<file path="src/rtl/pidc_pkg.sv">
// Package: shared constants, register map and configuration bundle for the PID unit.
package pidc_pkg;

   // Fixed field widths
   localparam int GAIN_W   = 24;
   localparam int LIMIT_W  = 15;
   localparam int DBAND_W  = 12;
   localparam int SETPT_W  = 12;
   localparam int SUM_W    = 16;
   localparam int DRIVE_W  = 16;
   localparam int CSR_AW   = 5;
   localparam int CSR_DW   = 32;
   localparam int REG_IDX_W = 3;

   // Register indexes (byte address = 4 * index)
   localparam logic [REG_IDX_W-1:0] REG_SETPOINT       = 3'd0;
   localparam logic [REG_IDX_W-1:0] REG_GAIN_P         = 3'd1;
   localparam logic [REG_IDX_W-1:0] REG_GAIN_I         = 3'd2;
   localparam logic [REG_IDX_W-1:0] REG_GAIN_D         = 3'd3;
   localparam logic [REG_IDX_W-1:0] REG_INTEGRAL_LIMIT = 3'd4;
   localparam logic [REG_IDX_W-1:0] REG_OUTPUT_LIMIT   = 3'd5;
   localparam logic [REG_IDX_W-1:0] REG_DEADBAND       = 3'd6;

   // Reset values
   localparam logic [SETPT_W-1:0] SETPOINT_RST       = 12'd1000;
   localparam logic [GAIN_W-1:0]  GAIN_P_RST         = 24'd655;
   localparam logic [GAIN_W-1:0]  GAIN_I_RST         = 24'd6554;
   localparam logic [GAIN_W-1:0]  GAIN_D_RST         = 24'd327680;
   localparam logic [LIMIT_W-1:0] INTEGRAL_LIMIT_RST = 15'd100;
   localparam logic [LIMIT_W-1:0] OUTPUT_LIMIT_RST   = 15'd100;
   localparam logic [DBAND_W-1:0] DEADBAND_RST       = 12'd0;

   typedef struct packed {
      logic [GAIN_W-1:0]  gain_p;
      logic [GAIN_W-1:0]  gain_i;
      logic [GAIN_W-1:0]  gain_d;
      logic [LIMIT_W-1:0] integral_limit;
      logic [LIMIT_W-1:0] output_limit;
      logic [DBAND_W-1:0] deadband;
   } cfg_type;

endpackage

</file>
<file path="src/rtl/pidc_req_if.sv">
// Interface: sample channel (valid/ready plus measured reading).
interface pidc_req_if #(
   parameter int SAMPLE_BITS = 12
) ();
   logic                   valid;
   logic                   ready;
   logic [SAMPLE_BITS-1:0] measured;

   modport source (output valid, output measured, input ready);
   modport sink   (input valid, input measured, output ready);
endinterface

</file>
<file path="src/rtl/pidc_rsp_if.sv">
// Interface: result channel (valid/ready plus drive and deadband flag).
interface pidc_rsp_if ();
   logic               valid;
   logic               ready;
   logic signed [15:0] drive;
   logic               in_deadband;

   modport source (output valid, output drive, output in_deadband, input ready);
   modport sink   (input valid, input drive, input in_deadband, output ready);
endinterface

</file>
<file path="src/rtl/pidc_csr.sv">
// Module: APB-style configuration register file.
module pidc_csr
   import pidc_pkg::*;
#(
   parameter int SAMPLE_BITS = 12
) (
   input  logic                   clock,
   input  logic                   reset,
   input  logic                   psel,
   input  logic                   penable,
   input  logic                   pwrite,
   input  logic [CSR_AW-1:0]      paddr,
   input  logic [CSR_DW-1:0]      pwdata,
   output logic [CSR_DW-1:0]      prdata,
   output logic                   pready,
   output logic [SAMPLE_BITS-1:0] setpoint,
   output cfg_type                cfg
);
   // setpoint keeps the low 12 bits, further masked to the sample width
   localparam int SPW = (SAMPLE_BITS < SETPT_W) ? SAMPLE_BITS : SETPT_W;

   logic [SPW-1:0]       setpoint_ff;
   cfg_type              cfg_ff;
   logic [REG_IDX_W-1:0] idx;
   logic                 wr_en;

   assign idx    = paddr[CSR_AW-1:2];
   assign wr_en  = psel && penable && pwrite;
   assign pready = 1'b1;

   always_ff @(posedge clock) begin
      if (reset) begin
         setpoint_ff           <= SPW'(SETPOINT_RST);
         cfg_ff.gain_p         <= GAIN_P_RST;
         cfg_ff.gain_i         <= GAIN_I_RST;
         cfg_ff.gain_d         <= GAIN_D_RST;
         cfg_ff.integral_limit <= INTEGRAL_LIMIT_RST;
         cfg_ff.output_limit   <= OUTPUT_LIMIT_RST;
         cfg_ff.deadband       <= DEADBAND_RST;
      end else if (wr_en) begin
         unique case (idx)
            REG_SETPOINT:       setpoint_ff           <= pwdata[SPW-1:0];
            REG_GAIN_P:         cfg_ff.gain_p         <= pwdata[GAIN_W-1:0];
            REG_GAIN_I:         cfg_ff.gain_i         <= pwdata[GAIN_W-1:0];
            REG_GAIN_D:         cfg_ff.gain_d         <= pwdata[GAIN_W-1:0];
            REG_INTEGRAL_LIMIT: cfg_ff.integral_limit <= pwdata[LIMIT_W-1:0];
            REG_OUTPUT_LIMIT:   cfg_ff.output_limit   <= pwdata[LIMIT_W-1:0];
            REG_DEADBAND:       cfg_ff.deadband       <= pwdata[DBAND_W-1:0];
            default: ;
         endcase
      end
   end

   always_comb begin
      unique case (idx)
         REG_SETPOINT:       prdata = CSR_DW'(setpoint_ff);
         REG_GAIN_P:         prdata = CSR_DW'(cfg_ff.gain_p);
         REG_GAIN_I:         prdata = CSR_DW'(cfg_ff.gain_i);
         REG_GAIN_D:         prdata = CSR_DW'(cfg_ff.gain_d);
         REG_INTEGRAL_LIMIT: prdata = CSR_DW'(cfg_ff.integral_limit);
         REG_OUTPUT_LIMIT:   prdata = CSR_DW'(cfg_ff.output_limit);
         REG_DEADBAND:       prdata = CSR_DW'(cfg_ff.deadband);
         default:            prdata = '0;
      endcase
   end

   assign setpoint = SAMPLE_BITS'(setpoint_ff);
   assign cfg      = cfg_ff;
endmodule

</file>
<file path="src/rtl/pidc_error.sv">
// Module: sample register, error/deadband/integral/derivative stage and loop state.
module pidc_error
   import pidc_pkg::*;
#(
   parameter int SAMPLE_BITS = 12
) (
   input  logic                          clock,
   input  logic                          reset,
   input  logic                          in_valid,
   output logic                          in_ready,
   input  logic [SAMPLE_BITS-1:0]        in_measured,
   input  logic [SAMPLE_BITS-1:0]        setpoint,
   input  cfg_type                       cfg,
   output logic                          out_valid,
   input  logic                          out_ready,
   output logic signed [SAMPLE_BITS:0]   out_err,
   output logic signed [SUM_W-1:0]       out_sum,
   output logic signed [SAMPLE_BITS+1:0] out_deriv,
   output logic                          out_dband
);
   localparam int EW  = SAMPLE_BITS + 1;
   localparam int DW  = SAMPLE_BITS + 2;
   localparam int SW  = ((SUM_W > EW) ? SUM_W : EW) + 1;
   localparam int DBW = (SAMPLE_BITS > DBAND_W) ? SAMPLE_BITS : DBAND_W;

   logic                   smp_vld_ff, smp_vld_in;
   logic [SAMPLE_BITS-1:0] meas_ff;
   logic                   stg_vld_ff, stg_vld_in;
   logic signed [EW-1:0]   err_ff;
   logic signed [SUM_W-1:0] sum_ff;
   logic signed [DW-1:0]   deriv_ff;
   logic                   dband_ff;

   // loop state
   logic signed [SUM_W-1:0] error_sum_ff;
   logic signed [EW-1:0]    prev_err_ff;

   logic                    take, move;
   logic signed [EW-1:0]    err, neg_err;
   logic [SAMPLE_BITS-1:0]  mag;
   logic                    dband;
   logic signed [SW-1:0]    sum_raw, lim_pos, lim_neg;
   logic signed [SUM_W-1:0] sum_cl;
   logic signed [DW-1:0]    deriv;

   assign in_ready = !smp_vld_ff || !stg_vld_ff || out_ready;
   assign take     = in_valid && in_ready;
   assign move     = smp_vld_ff && (!stg_vld_ff || out_ready);

   always_comb begin
      err     = $signed({1'b0, meas_ff}) - $signed({1'b0, setpoint});
      neg_err = -err;
      mag     = err[EW-1] ? neg_err[SAMPLE_BITS-1:0] : err[SAMPLE_BITS-1:0];
      dband   = DBW'(mag) <= DBW'(cfg.deadband);

      sum_raw = SW'(error_sum_ff) + SW'(err);
      lim_pos = $signed(SW'(cfg.integral_limit));
      lim_neg = -lim_pos;
      if (sum_raw > lim_pos)      sum_cl = lim_pos[SUM_W-1:0];
      else if (sum_raw < lim_neg) sum_cl = lim_neg[SUM_W-1:0];
      else                        sum_cl = sum_raw[SUM_W-1:0];

      deriv = DW'(err) - DW'(prev_err_ff);

      smp_vld_in = take ? 1'b1 : (move ? 1'b0 : smp_vld_ff);
      stg_vld_in = move ? 1'b1 : (out_ready ? 1'b0 : stg_vld_ff);
   end

   always_ff @(posedge clock) begin
      if (reset) begin
         smp_vld_ff   <= 1'b0;
         stg_vld_ff   <= 1'b0;
         error_sum_ff <= '0;
         prev_err_ff  <= '0;
      end else begin
         smp_vld_ff <= smp_vld_in;
         stg_vld_ff <= stg_vld_in;
         if (move && !dband) begin
            error_sum_ff <= sum_cl;
            prev_err_ff  <= err;
         end
      end
   end

   always_ff @(posedge clock) begin
      if (take) begin
         meas_ff <= in_measured;
      end
      if (move) begin
         err_ff   <= err;
         sum_ff   <= sum_cl;
         deriv_ff <= deriv;
         dband_ff <= dband;
      end
   end

   assign out_valid = stg_vld_ff;
   assign out_err   = err_ff;
   assign out_sum   = sum_ff;
   assign out_deriv = deriv_ff;
   assign out_dband = dband_ff;
endmodule

</file>
<file path="src/rtl/pidc_mult.sv">
// Module: gain multiply stage, three registered signed products.
module pidc_mult
   import pidc_pkg::*;
#(
   parameter int SAMPLE_BITS = 12
) (
   input  logic                                 clock,
   input  logic                                 reset,
   input  logic                                 in_valid,
   output logic                                 in_ready,
   input  logic signed [SAMPLE_BITS:0]          in_err,
   input  logic signed [SUM_W-1:0]              in_sum,
   input  logic signed [SAMPLE_BITS+1:0]        in_deriv,
   input  logic                                 in_dband,
   input  cfg_type                              cfg,
   output logic                                 out_valid,
   input  logic                                 out_ready,
   output logic signed [GAIN_W+SAMPLE_BITS+1:0] out_prod_p,
   output logic signed [GAIN_W+SUM_W:0]         out_prod_i,
   output logic signed [GAIN_W+SAMPLE_BITS+2:0] out_prod_d,
   output logic                                 out_dband
);
   localparam int PPW = GAIN_W + 1 + SAMPLE_BITS + 1;
   localparam int PIW = GAIN_W + 1 + SUM_W;
   localparam int PDW = GAIN_W + 1 + SAMPLE_BITS + 2;

   logic                  vld_ff, vld_in, move;
   logic signed [GAIN_W:0] gp, gi, gd;
   logic signed [PPW-1:0] prod_p_ff, prod_p_in;
   logic signed [PIW-1:0] prod_i_ff, prod_i_in;
   logic signed [PDW-1:0] prod_d_ff, prod_d_in;
   logic                  dband_ff;

   assign in_ready = !vld_ff || out_ready;
   assign move     = in_valid && in_ready;

   always_comb begin
      gp        = $signed({1'b0, cfg.gain_p});
      gi        = $signed({1'b0, cfg.gain_i});
      gd        = $signed({1'b0, cfg.gain_d});
      prod_p_in = gp * in_err;
      prod_i_in = gi * in_sum;
      prod_d_in = gd * in_deriv;
      vld_in    = move ? 1'b1 : (out_ready ? 1'b0 : vld_ff);
   end

   always_ff @(posedge clock) begin
      if (reset) begin
         vld_ff <= 1'b0;
      end else begin
         vld_ff <= vld_in;
      end
   end

   always_ff @(posedge clock) begin
      if (move) begin
         prod_p_ff <= prod_p_in;
         prod_i_ff <= prod_i_in;
         prod_d_ff <= prod_d_in;
         dband_ff  <= in_dband;
      end
   end

   assign out_valid  = vld_ff;
   assign out_prod_p = prod_p_ff;
   assign out_prod_i = prod_i_ff;
   assign out_prod_d = prod_d_ff;
   assign out_dband  = dband_ff;
endmodule

</file>
<file path="src/rtl/pidc_out.sv">
// Module: product sum, output clamp, truncation toward zero and result register.
module pidc_out
   import pidc_pkg::*;
#(
   parameter int SAMPLE_BITS    = 12,
   parameter int GAIN_FRAC_BITS = 16
) (
   input  logic                                 clock,
   input  logic                                 reset,
   input  logic                                 in_valid,
   output logic                                 in_ready,
   input  logic signed [GAIN_W+SAMPLE_BITS+1:0] in_prod_p,
   input  logic signed [GAIN_W+SUM_W:0]         in_prod_i,
   input  logic signed [GAIN_W+SAMPLE_BITS+2:0] in_prod_d,
   input  logic                                 in_dband,
   input  cfg_type                              cfg,
   output logic                                 out_valid,
   input  logic                                 out_ready,
   output logic signed [DRIVE_W-1:0]            out_drive,
   output logic                                 out_dband
);
   localparam int PDW = GAIN_W + SAMPLE_BITS + 3;
   localparam int PIW = GAIN_W + SUM_W + 1;
   localparam int PW  = (PDW > PIW) ? PDW : PIW;
   localparam int TW  = PW + 2;

   logic                      vld_ff, vld_in, move;
   logic signed [TW-1:0]      total, lim_pos, lim_neg, clamped, mag;
   logic [TW-1:0]             whole;
   logic signed [DRIVE_W-1:0] drive;
   logic signed [DRIVE_W-1:0] drive_ff;
   logic                      dband_ff;

   assign in_ready = !vld_ff || out_ready;
   assign move     = in_valid && in_ready;

   always_comb begin
      total   = TW'(in_prod_p) + TW'(in_prod_i) + TW'(in_prod_d);
      lim_pos = $signed(TW'({cfg.output_limit, {GAIN_FRAC_BITS{1'b0}}}));
      lim_neg = -lim_pos;
      if (total > lim_pos)      clamped = lim_pos;
      else if (total < lim_neg) clamped = lim_neg;
      else                      clamped = total;
      // drop fraction bits of the magnitude, then restore the sign
      mag   = clamped[TW-1] ? -clamped : clamped;
      whole = $unsigned(mag) >> GAIN_FRAC_BITS;
      if (in_dband)             drive = '0;
      else if (clamped[TW-1])   drive = -$signed(whole[DRIVE_W-1:0]);
      else                      drive = $signed(whole[DRIVE_W-1:0]);
      vld_in = move ? 1'b1 : (out_ready ? 1'b0 : vld_ff);
   end

   always_ff @(posedge clock) begin
      if (reset) begin
         vld_ff <= 1'b0;
      end else begin
         vld_ff <= vld_in;
      end
   end

   always_ff @(posedge clock) begin
      if (move) begin
         drive_ff <= drive;
         dband_ff <= in_dband;
      end
   end

   assign out_valid = vld_ff;
   assign out_drive = drive_ff;
   assign out_dband = dband_ff;
endmodule

</file>
<file path="src/rtl/pid_with_deadband_and_clamps_unit.sv">
// Top level: PID regulator with deadband, integral clamp and output clamp.
// The unit takes one sensor sample per transaction on req_chan and returns one
// drive value per sample on rsp_chan, in order. Sustained rate is one transaction
// per clock while rsp_chan is not stalled. There are four register stages; in order
// from req_chan toward rsp_chan they are the sample register, the
// error stage (error, deadband test, clamped integral sum, derivative, loop state
// update), the gain multiply stage (three signed products) and the result stage
// (product sum, clamp to +/- output_limit, truncate toward zero). Any stage
// holds while the one after it is full and stalled, so rsp backpressure reaches
// req_chan.ready only when all four stages are occupied. A sample whose error
// magnitude is at or below deadband gives drive 0 with in_deadband set and
// leaves the integral sum and stored error untouched. Configuration goes over
// the csr_ APB port (register i at byte address 4*i, pready always high) and is
// meant to change only while no transaction is in flight.
module pid_with_deadband_and_clamps_unit
   import pidc_pkg::*;
#(
   parameter int SAMPLE_BITS    = 12,
   parameter int GAIN_FRAC_BITS = 16
) (
   input  logic              clock,
   input  logic              reset,
   pidc_req_if.sink          req_chan,
   pidc_rsp_if.source        rsp_chan,
   input  logic              csr_psel,
   input  logic              csr_penable,
   input  logic              csr_pwrite,
   input  logic [CSR_AW-1:0] csr_paddr,
   input  logic [CSR_DW-1:0] csr_pwdata,
   output logic [CSR_DW-1:0] csr_prdata,
   output logic              csr_pready
);
   logic [SAMPLE_BITS-1:0] setpoint;
   cfg_type                cfg;

   // error stage -> multiply stage
   logic                          e_valid, e_ready;
   logic signed [SAMPLE_BITS:0]   e_err;
   logic signed [SUM_W-1:0]       e_sum;
   logic signed [SAMPLE_BITS+1:0] e_deriv;
   logic                          e_dband;

   // multiply stage -> result stage
   logic                                 m_valid, m_ready;
   logic signed [GAIN_W+SAMPLE_BITS+1:0] m_prod_p;
   logic signed [GAIN_W+SUM_W:0]         m_prod_i;
   logic signed [GAIN_W+SAMPLE_BITS+2:0] m_prod_d;
   logic                                 m_dband;

   pidc_csr #(.SAMPLE_BITS(SAMPLE_BITS)) u_csr (
      .clock    (clock),
      .reset    (reset),
      .psel     (csr_psel),
      .penable  (csr_penable),
      .pwrite   (csr_pwrite),
      .paddr    (csr_paddr),
      .pwdata   (csr_pwdata),
      .prdata   (csr_prdata),
      .pready   (csr_pready),
      .setpoint (setpoint),
      .cfg      (cfg)
   );

   pidc_error #(.SAMPLE_BITS(SAMPLE_BITS)) u_error (
      .clock       (clock),
      .reset       (reset),
      .in_valid    (req_chan.valid),
      .in_ready    (req_chan.ready),
      .in_measured (req_chan.measured),
      .setpoint    (setpoint),
      .cfg         (cfg),
      .out_valid   (e_valid),
      .out_ready   (e_ready),
      .out_err     (e_err),
      .out_sum     (e_sum),
      .out_deriv   (e_deriv),
      .out_dband   (e_dband)
   );

   pidc_mult #(.SAMPLE_BITS(SAMPLE_BITS)) u_mult (
      .clock      (clock),
      .reset      (reset),
      .in_valid   (e_valid),
      .in_ready   (e_ready),
      .in_err     (e_err),
      .in_sum     (e_sum),
      .in_deriv   (e_deriv),
      .in_dband   (e_dband),
      .cfg        (cfg),
      .out_valid  (m_valid),
      .out_ready  (m_ready),
      .out_prod_p (m_prod_p),
      .out_prod_i (m_prod_i),
      .out_prod_d (m_prod_d),
      .out_dband  (m_dband)
   );

   pidc_out #(
      .SAMPLE_BITS    (SAMPLE_BITS),
      .GAIN_FRAC_BITS (GAIN_FRAC_BITS)
   ) u_out (
      .clock     (clock),
      .reset     (reset),
      .in_valid  (m_valid),
      .in_ready  (m_ready),
      .in_prod_p (m_prod_p),
      .in_prod_i (m_prod_i),
      .in_prod_d (m_prod_d),
      .in_dband  (m_dband),
      .cfg       (cfg),
      .out_valid (rsp_chan.valid),
      .out_ready (rsp_chan.ready),
      .out_drive (rsp_chan.drive),
      .out_dband (rsp_chan.in_deadband)
   );
endmodule

</file>
<file path="src/flat_wrapper.sv">
// flat-port wrapper written by rule: the top's interface ports become plain ports
module pid_with_deadband_and_clamps_unit_flat import pidc_pkg::*;
#(
   parameter int SAMPLE_BITS    = 12,
   parameter int GAIN_FRAC_BITS = 16
)
  (clock, reset, csr_psel, csr_penable, csr_pwrite, csr_paddr, csr_pwdata, csr_prdata, csr_pready, req_chan_valid, req_chan_measured, req_chan_ready, rsp_chan_valid, rsp_chan_drive, rsp_chan_in_deadband, rsp_chan_ready);
  pidc_req_if #(.SAMPLE_BITS(SAMPLE_BITS)) req_chan_i ();
  pidc_rsp_if rsp_chan_i ();
  input  logic clock;
  input  logic reset;
  input  logic csr_psel;
  input  logic csr_penable;
  input  logic csr_pwrite;
  input  logic [CSR_AW-1:0] csr_paddr;
  input  logic [CSR_DW-1:0] csr_pwdata;
  output logic [CSR_DW-1:0] csr_prdata;
  output logic csr_pready;
  input wire logic [$bits(req_chan_i.valid)-1:0] req_chan_valid;
  input wire logic [$bits(req_chan_i.measured)-1:0] req_chan_measured;
  output wire logic [$bits(req_chan_i.ready)-1:0] req_chan_ready;
  output wire logic [$bits(rsp_chan_i.valid)-1:0] rsp_chan_valid;
  output wire logic [$bits(rsp_chan_i.drive)-1:0] rsp_chan_drive;
  output wire logic [$bits(rsp_chan_i.in_deadband)-1:0] rsp_chan_in_deadband;
  input wire logic [$bits(rsp_chan_i.ready)-1:0] rsp_chan_ready;
  assign req_chan_i.valid = req_chan_valid;
  assign req_chan_i.measured = req_chan_measured;
  assign req_chan_ready = req_chan_i.ready;
  assign rsp_chan_valid = rsp_chan_i.valid;
  assign rsp_chan_drive = rsp_chan_i.drive;
  assign rsp_chan_in_deadband = rsp_chan_i.in_deadband;
  assign rsp_chan_i.ready = rsp_chan_ready;
  pid_with_deadband_and_clamps_unit #(.SAMPLE_BITS(SAMPLE_BITS), .GAIN_FRAC_BITS(GAIN_FRAC_BITS)) u_core (.clock(clock), .reset(reset), .req_chan(req_chan_i), .rsp_chan(rsp_chan_i), .csr_psel(csr_psel), .csr_penable(csr_penable), .csr_pwrite(csr_pwrite), .csr_paddr(csr_paddr), .csr_pwdata(csr_pwdata), .csr_prdata(csr_prdata), .csr_pready(csr_pready));
endmodule
</file>
<file path="config.mk">
export PLATFORM = sky130hd
export DESIGN_NAME = pid_with_deadband_and_clamps_unit_flat
export DESIGN_NICKNAME = d
export VERILOG_FILES = /design/src/rtl/pidc_pkg.sv /design/src/rtl/pidc_req_if.sv /design/src/rtl/pidc_rsp_if.sv /design/src/rtl/pidc_csr.sv /design/src/rtl/pidc_error.sv /design/src/rtl/pidc_mult.sv /design/src/rtl/pidc_out.sv /design/src/rtl/pid_with_deadband_and_clamps_unit.sv /design/src/flat_wrapper.sv
export SDC_FILE = /design/constraint.sdc
export NUM_CORES = 2
export LEC_CHECK = 0
export ABC_AREA = 1
export BUFFER_PORTS_ARGS = -buffer_cell sky130_fd_sc_hd__buf_2
export CAP_MARGIN = 10
export CELL_PAD_IN_SITES_DETAIL_PLACEMENT = 1
export CELL_PAD_IN_SITES_GLOBAL_PLACEMENT = 1
export CORE_ASPECT_RATIO = 2
export CORE_UTILIZATION = 50
export DETAILED_ROUTE_END_ITERATION = 8
export PLACE_DENSITY_LB_ADDON = 0.08
export SLEW_MARGIN = 0
export SYNTH_ARGS = -nofsm -noshare
export SYNTH_HDL_FRONTEND = slang
export SYNTH_SLANG_ARGS = --single-unit
</file>
<file path="constraint.sdc">
create_clock -name clock -period 8.4 [get_ports clock]
set_input_delay 0.42 -clock clock [delete_from_list [all_inputs] [get_ports clock]]
set_output_delay 0.42 -clock clock [all_outputs]
set_load 0.005 [all_outputs]
</file>
## Yosys cells after proc, flatten, opt, wreduce, memory -nomap -nowiden

Cells that the tools add are included.

| operators by class | value |
|---|---|
| add/sub/neg operators | 10 |
| multiply operators | 3 |
| magnitude comparators | 5 |
| equal/unequal tests | 6 |
| muxes and demuxes | 16 |
| reduce and logical (&&, ||, !) cells | 29 |

Operators with widths:

| cell | count |
|---|---|
| $pmux W24 S7 | 1 |
| $mux W43 | 2 |
| $mux W16 | 3 |
| $add A42 B39 Y43 | 1 |
| $gt A43 B32 Y1 | 1 |
| $lt A43 B43 Y1 | 1 |
| $neg A31 Y43 | 1 |
| $add A38 B41 Y42 | 1 |
| $mul A25 B16 Y41 | 1 |
| $mul A25 B14 Y39 | 1 |
| $mul A25 B13 Y38 | 1 |
| $mux W32 | 1 |
| $neg A32 Y32 | 1 |
| $add A16 B13 Y17 | 1 |
| $gt A17 B16 Y1 | 1 |
| $lt A17 B17 Y1 | 1 |
| $neg A15 Y17 | 1 |
| $neg A16 Y16 | 1 |
| $reduce_and A2 Y1 | 7 |
| $sub A13 B13 Y14 | 1 |
| $sub A12 B12 Y13 | 1 |
| $le A12 B12 Y1 | 1 |
| $mux W12 | 1 |
| $neg A12 Y12 | 1 |
| other kinds (9) | 36 |

| storage, ports and cells | value |
|---|---|
| flip-flop bits (word level) | 351 |
| logic and storage cells | 93 |

## Longest topological paths before layout

| depth | value |
|---|---|
| depth in word-level cells | 9 |
| depth in mapped cells | 47 |

## Hierarchy

From an unflattened synthesis, not the netlist that was laid out.

| unflattened totals | value |
|---|---|
| cells, all modules | 8373 |
| area total of the unflattened synthesis | 61128.6 um^2 |

Modules (own cells, without submodules):

| module | instances | cells each | area each (um^2) |
|---|---|---|---|
| pidc_mult | 1 | 5292 | 40477.6 |
| pidc_out | 1 | 1208 | 7453.4 |
| pidc_error | 1 | 900 | 7006.7 |
| pidc_csr | 1 | 973 | 6190.9 |

## Least setup slack after synthesis

Ideal clock, no wire load.

| timing | value |
|---|---|
| path type | register -> register |
| start | reg u_core.u_error.deriv_ff[13], in the netlist u_core.u_error.out_deriv[13] |
| end | reg u_core.u_mult.prod_d_ff[38], in the netlist u_core.u_mult.out_prod_d[38], data pin |
| library setup time | 0.260 ns |
| arrival time | 6.749 ns |
| data required time | 8.140 ns |
| setup slack | 1.391 ns |
| cell stages (with the launch flop) | 33 |
| path buffers | 1 |
| clock period less this slack | 7.009 ns |
| cells stage by stage | edfxtp_1 -> inv_1 -> clkbuf_1 -> or2_2 -> fa_1 -> fa_1 -> inv_1 -> fa_1 -> inv_1 -> fa_1 -> inv_1 -> fa_1 -> fa_1 -> ha_1 -> nand2_1 -> nor2_1 -> nand2_1 -> o211ai_1 -> a31oi_1 -> inv_1 -> a21oi_1 -> nor2_1 -> nor2_1 -> o21ai_0 -> a21oi_1 -> o21a_1 -> o21ai_0 -> nand2_1 -> nand2_1 -> a21boi_0 -> o21bai_1 -> a21oi_1 -> xnor2_1 |

| between the ends | value |
|---|---|
| longest elaborated chain between the ends | 1 |

Ends and longest elaborated chain:

| what | RTL line | text |
|---|---|---|
| start: declaration | pidc_error.sv:31 | `logic signed [DW-1:0] deriv_ff;` |
| start signal: assignment | pidc_error.sv:92 | `deriv_ff <= deriv;` |
| $mul A25 B14 Y39 | pidc_mult.sv:43 | `prod_d_in = gd * in_deriv;` |
| net u_core.u_mult.prod_d_in[38] | pidc_mult.sv:31 | `logic signed [PDW-1:0] prod_d_ff, prod_d_in;` |
| end signal: assignment | pidc_mult.sv:59 | `prod_d_ff <= prod_d_in;` |
| end: declaration | pidc_mult.sv:31 |  |

The timed path passes the listed nets, and every way through them passes these cells.
A chain may end at the register's enable or synchronous reset.

## Final worst setup path

| timing | value |
|---|---|
| start | reg u_core.u_csr.cfg_ff (netlist bit u_core.u_csr.cfg[71]) |
| end | reg u_core.u_mult.prod_i_ff[39], in the netlist u_core.u_mult.out_prod_i[39], data pin |

| between the ends | value |
|---|---|
| longest elaborated chain between the ends | 1 |

Ends and longest elaborated chain:

| what | RTL line | text |
|---|---|---|
| start: declaration | pidc_csr.sv:23 | `cfg_type cfg_ff;` |
| $mul A25 B16 Y41 | pidc_mult.sv:42 | `prod_i_in = gi * in_sum;` |
| net u_core.u_mult.prod_i_in[39] | pidc_mult.sv:30 | `logic signed [PIW-1:0] prod_i_ff, prod_i_in;` |
| end signal: assignment | pidc_mult.sv:58 | `prod_i_ff <= prod_i_in;` |
| end: declaration | pidc_mult.sv:30 |  |

The timed path passes the listed nets, and every way through them passes these cells.

==> out/qor.txt <==
status = finished, final reports clean
die width = 237 um
cell total after placement = 8203
die area = 0.112 sq mm
CTS tree = yes
Worst Path Arrival = 8.47 ns
XOR/XNOR Fraction of Synth Area = 3.23%
kind of critical path = flip-flop to flip-flop
DR vias = 47200
hold depth = 3
Hold Crit Start = req_chan_valid
Netlist cell types = 61
RSZ-0062 raised after global routing = no
nets@finish = 8335
#FFs+latches synth = 351
die height = 472 um
Area growth, synth to finish = 7.37%
largest net degree at the start of global routing = 68
wire length on met1 = 68300 um
clk root buf = clkbuf_16
Layout Skew = 0.0270 ns
Total GRT Usage = 39.6%
Slew headroom = 22.1%
post-DP HPWL = 182000 um
leading area contributor after synthesis = fa_1
Buffers on Ports = 88
peak supply drop = 0.000484 V
Clock Latency Late Sink = 0.64 ns
global route overflow = 0
Final ANT Viol Nets = 0
Hold EP = u_core.u_error.smp_vld_ff
actual slew at the worst max-slew pin = 1.16 ns
Max Clk Rate = 123 MHz
largest cells by area after synthesis = fa_1 (31%), ha_1 (13%), inv_1 (11%), nand2_1 (11%), edfxtp_1 (10%)
post-synthesis cell area = 0.0552 sq mm
Setup-failing EPs final = 0
pwr dens = 344 mW/mm^2
# Max-Cap Violations = 0
Tcrit/Tclk final = 96.6%
Worst Hold Class = input pin to flip-flop
Top Layer Used = met5
Worst EP required = 8.76 ns
Final Hold Violating Endpoints = 0
Seq/Total Area, Yosys = 16.2%
Slew Viols, Final = 0
post-route minimum period = 8.11 ns
TNS Setup = 0 ns
Synth warnings = 0
DRC violations left = 0
CTS Buf Count = 42
Clock Sinks = 351
fraction of layout cells with a size suffix above 1 = 6.26%
simple logic cell fraction of the synthesized area = 16.0%
Leakage Power = 0.0319 uW
Post-Layout Cell Count = 8304
Setup WS pre-CTS = 0.382 ns
Synth Flop Type = edfxtp_1
register clock-pin slew on the reported worst setup and hold paths = 0.07 ns
endpoint class of the critical path = flip-flop
first-pass GRT wire length = 322000 um
reg-to-reg endpoint = u_core.u_mult.out_prod_i[39]
initial antenna violation count = 12
Worst setup SP type = flip-flop
met2 wire len = 113000 um
final WL = 217000 um
1st-pass router iterations = 5
gpl congestion = 0.997
WL met3 = 11000 um
CORE AREA = 0.110 sq mm
Via density = 5.68
Gate Count Post-Synth = 6814
vias in the first global route = 53300
I/O Pins = 108
Post-synth EDFFs = 192
cell row count = 172
WL/cell = 26.1 um
clock tree buffer depth = 3
Yosys top cell area share = 31.0%
mux contribution to synthesized area = 0%
Starting Density = 50.3%
FF-to-FF setup slack = 0.29 ns
post-layout power = 20400 uW
setup ws final = 0.289 ns
Async S/R FF share, synth = 0%
Synth Area in Compound Gates = 7.91%
Synth Area in Adders = 43.5%
Max FO, Critical Path = 12
Reg2Reg Depth = 26
syn avg cell area = 8.10 sq um
Reg-to-Reg Start = u_core.u_csr.cfg[71]
largest family of logic cells by synthesized area = adder cells
H-tree Lvls = 2
initial drt markers = 2387
[cell type report]
| type | count | area [sq um] |
|---|---|---|
| fillers | 13400 | 50500 |
| repair inverters | 1 | 5.00 |
| repair buffers | 265 | 1800 |
| flip-flops and latches | 351 | 8950 |
| well taps | 1392 | 1740 |
| diodes | 8 | 20.0 |
| multi-input cells | 4569 | 39100 |
| clock buffers | 51 | 1150 |
| inverters | 1640 | 6160 |
| clock inverters | 27 | 377 |
[placed cells by master (no fill, tap or decap), types with 17 or more instances in the layout]
cell       synthesis  routed
a21oi_1          340     340
buf_2              3      88
buf_4             12     165
clkbuf_16          0      43
dfxtp_1          159     156
edfxtp_1         192     192
fa_1             855     855
ha_1             554     554
inv_1           1628    1624
nand2_1         1600    1600
nand2_2           21      21
nand3_1          143     143
nand3_2           17      17
nand4_1           27      27
nor2_1           267     265
nor3_1            31      29
o211ai_1          36      36
o21ai_0          248     248
o21bai_1          39      39
o22ai_1           20      20
or2_2             28      28
xnor2_1           54      54
xor2_1           148     148
[worst max-delay path, cell delays in order, from the launching register on]
cell and delay [ns]:
dfxtp_1 0.86, buf_4 0.28, nand2_1 0.08, fa_1 0.59, fa_1 0.43, fa_1 0.60, fa_1 0.46, fa_1 0.50
inv_1 0.05, fa_1 0.43, ha_1 0.38, a21oi_1 0.23, o21ai_0 0.15, nand2_1 0.08, o2111ai_1 0.11, a41oi_1 0.38
o21ai_0 0.30, a21boi_0 0.47, o21ai_0 0.21, nand2_1 0.09, nand2_1 0.07, a21boi_0 0.38, o21ai_0 0.24, a21oi_1 0.18
nor2_1 0.05, nor2_1 0.12, xor2_1 0.09
[cell families (layout without fill, tap and decap cells)]
group,after synthesis,count (layout)
flops,351,351
compound gates,778,778
xor+xnor,203,203
other cells,2,17
simple gates,2170,2170
buf+inv,1901,1984
fa+ha+maj,1409,1409
[power breakdown]
group	total, uW	internal, uW	switching (uW)
logic	15500	5280	10200
clock network	2120	1210	915
registers	2790	2530	259
total	20400	9020	11400
[state kept, by name (all words and copies together) (netlist names), 12 cells and up]
register	count
u_core.u_csr.cfg	114
u_core.u_csr.setpoint	12
u_core.u_error.error_sum_ff	16
u_core.u_error.meas_ff	12
u_core.u_error.out_deriv	14
u_core.u_error.out_err	13
u_core.u_error.out_sum	16
u_core.u_error.prev_err_ff	13
u_core.u_mult.out_prod_d	39
u_core.u_mult.out_prod_i	41
u_core.u_mult.out_prod_p	38
u_core.u_out.out_drive	16
[layer usage]
layer  GRT usage, %  vias to the layer above
met5              0                        -
met3           6.27                      901
met4           37.4                       12
met1           37.0                    24000
li1               -                    20700
met2           72.7                     1542
[per-stage QoR]
stage / utilization [%] / area [sq um] / hold WS, ns
detailed placement: 52.5 / 57600 / 0.476
finish: 54.0 / 59300 / 0.0858
CTS: 54.0 / 59200 / 0.0598
global route: 54.0 / 59300 / 0.107
floorplan: - / 55200 / 0.400
global placement: 52.5 / 57600 / 0.473
[what timing repair did]
item                       in CTS  in global routing
hold endpoints to repair       12                  0
setup buffers                   0                  2
gates resized for setup         0                  4
setup endpoints to repair       0                 12
hold buffers                   12                  0
[cell usage after synthesis (17+ instances only)]
cell	count
a21oi_1	340
clkbuf_1	240
dfxtp_1	159
edfxtp_1	192
fa_1	855
ha_1	554
inv_1	1628
nand2_1	1600
nand2_2	21
nand3_1	143
nand3_2	17
nand4_1	27
nor2_1	267
nor3_1	31
o211ai_1	36
o21ai_0	248
o21bai_1	39
o22ai_1	20
or2_2	28
xnor2_1	54
xor2_1	148
[how the worst max path moves through the flow]
stage | startpoint | endpoint | slack (ns) | cells after the start
after global placement | u_core.u_csr.cfg[69] | u_core.u_mult.out_prod_i[39] | 0.60 | 28
after detailed placement | u_core.u_csr.cfg[69] | u_core.u_mult.out_prod_i[39] | 0.38 | 28
final | u_core.u_csr.cfg[71] | u_core.u_mult.out_prod_i[39] | 0.29 | 26
after floorplan | u_core.u_error.out_deriv[13] | u_core.u_mult.out_prod_d[38] | 1.39 | 32
after global routing | u_core.u_error.out_sum[3] | u_core.u_mult.out_prod_i[39] | 0.001 | 28
after CTS | u_core.u_csr.cfg[69] | u_core.u_mult.out_prod_i[39] | 0.31 | 28
Power figures use the tool's default switching activity.
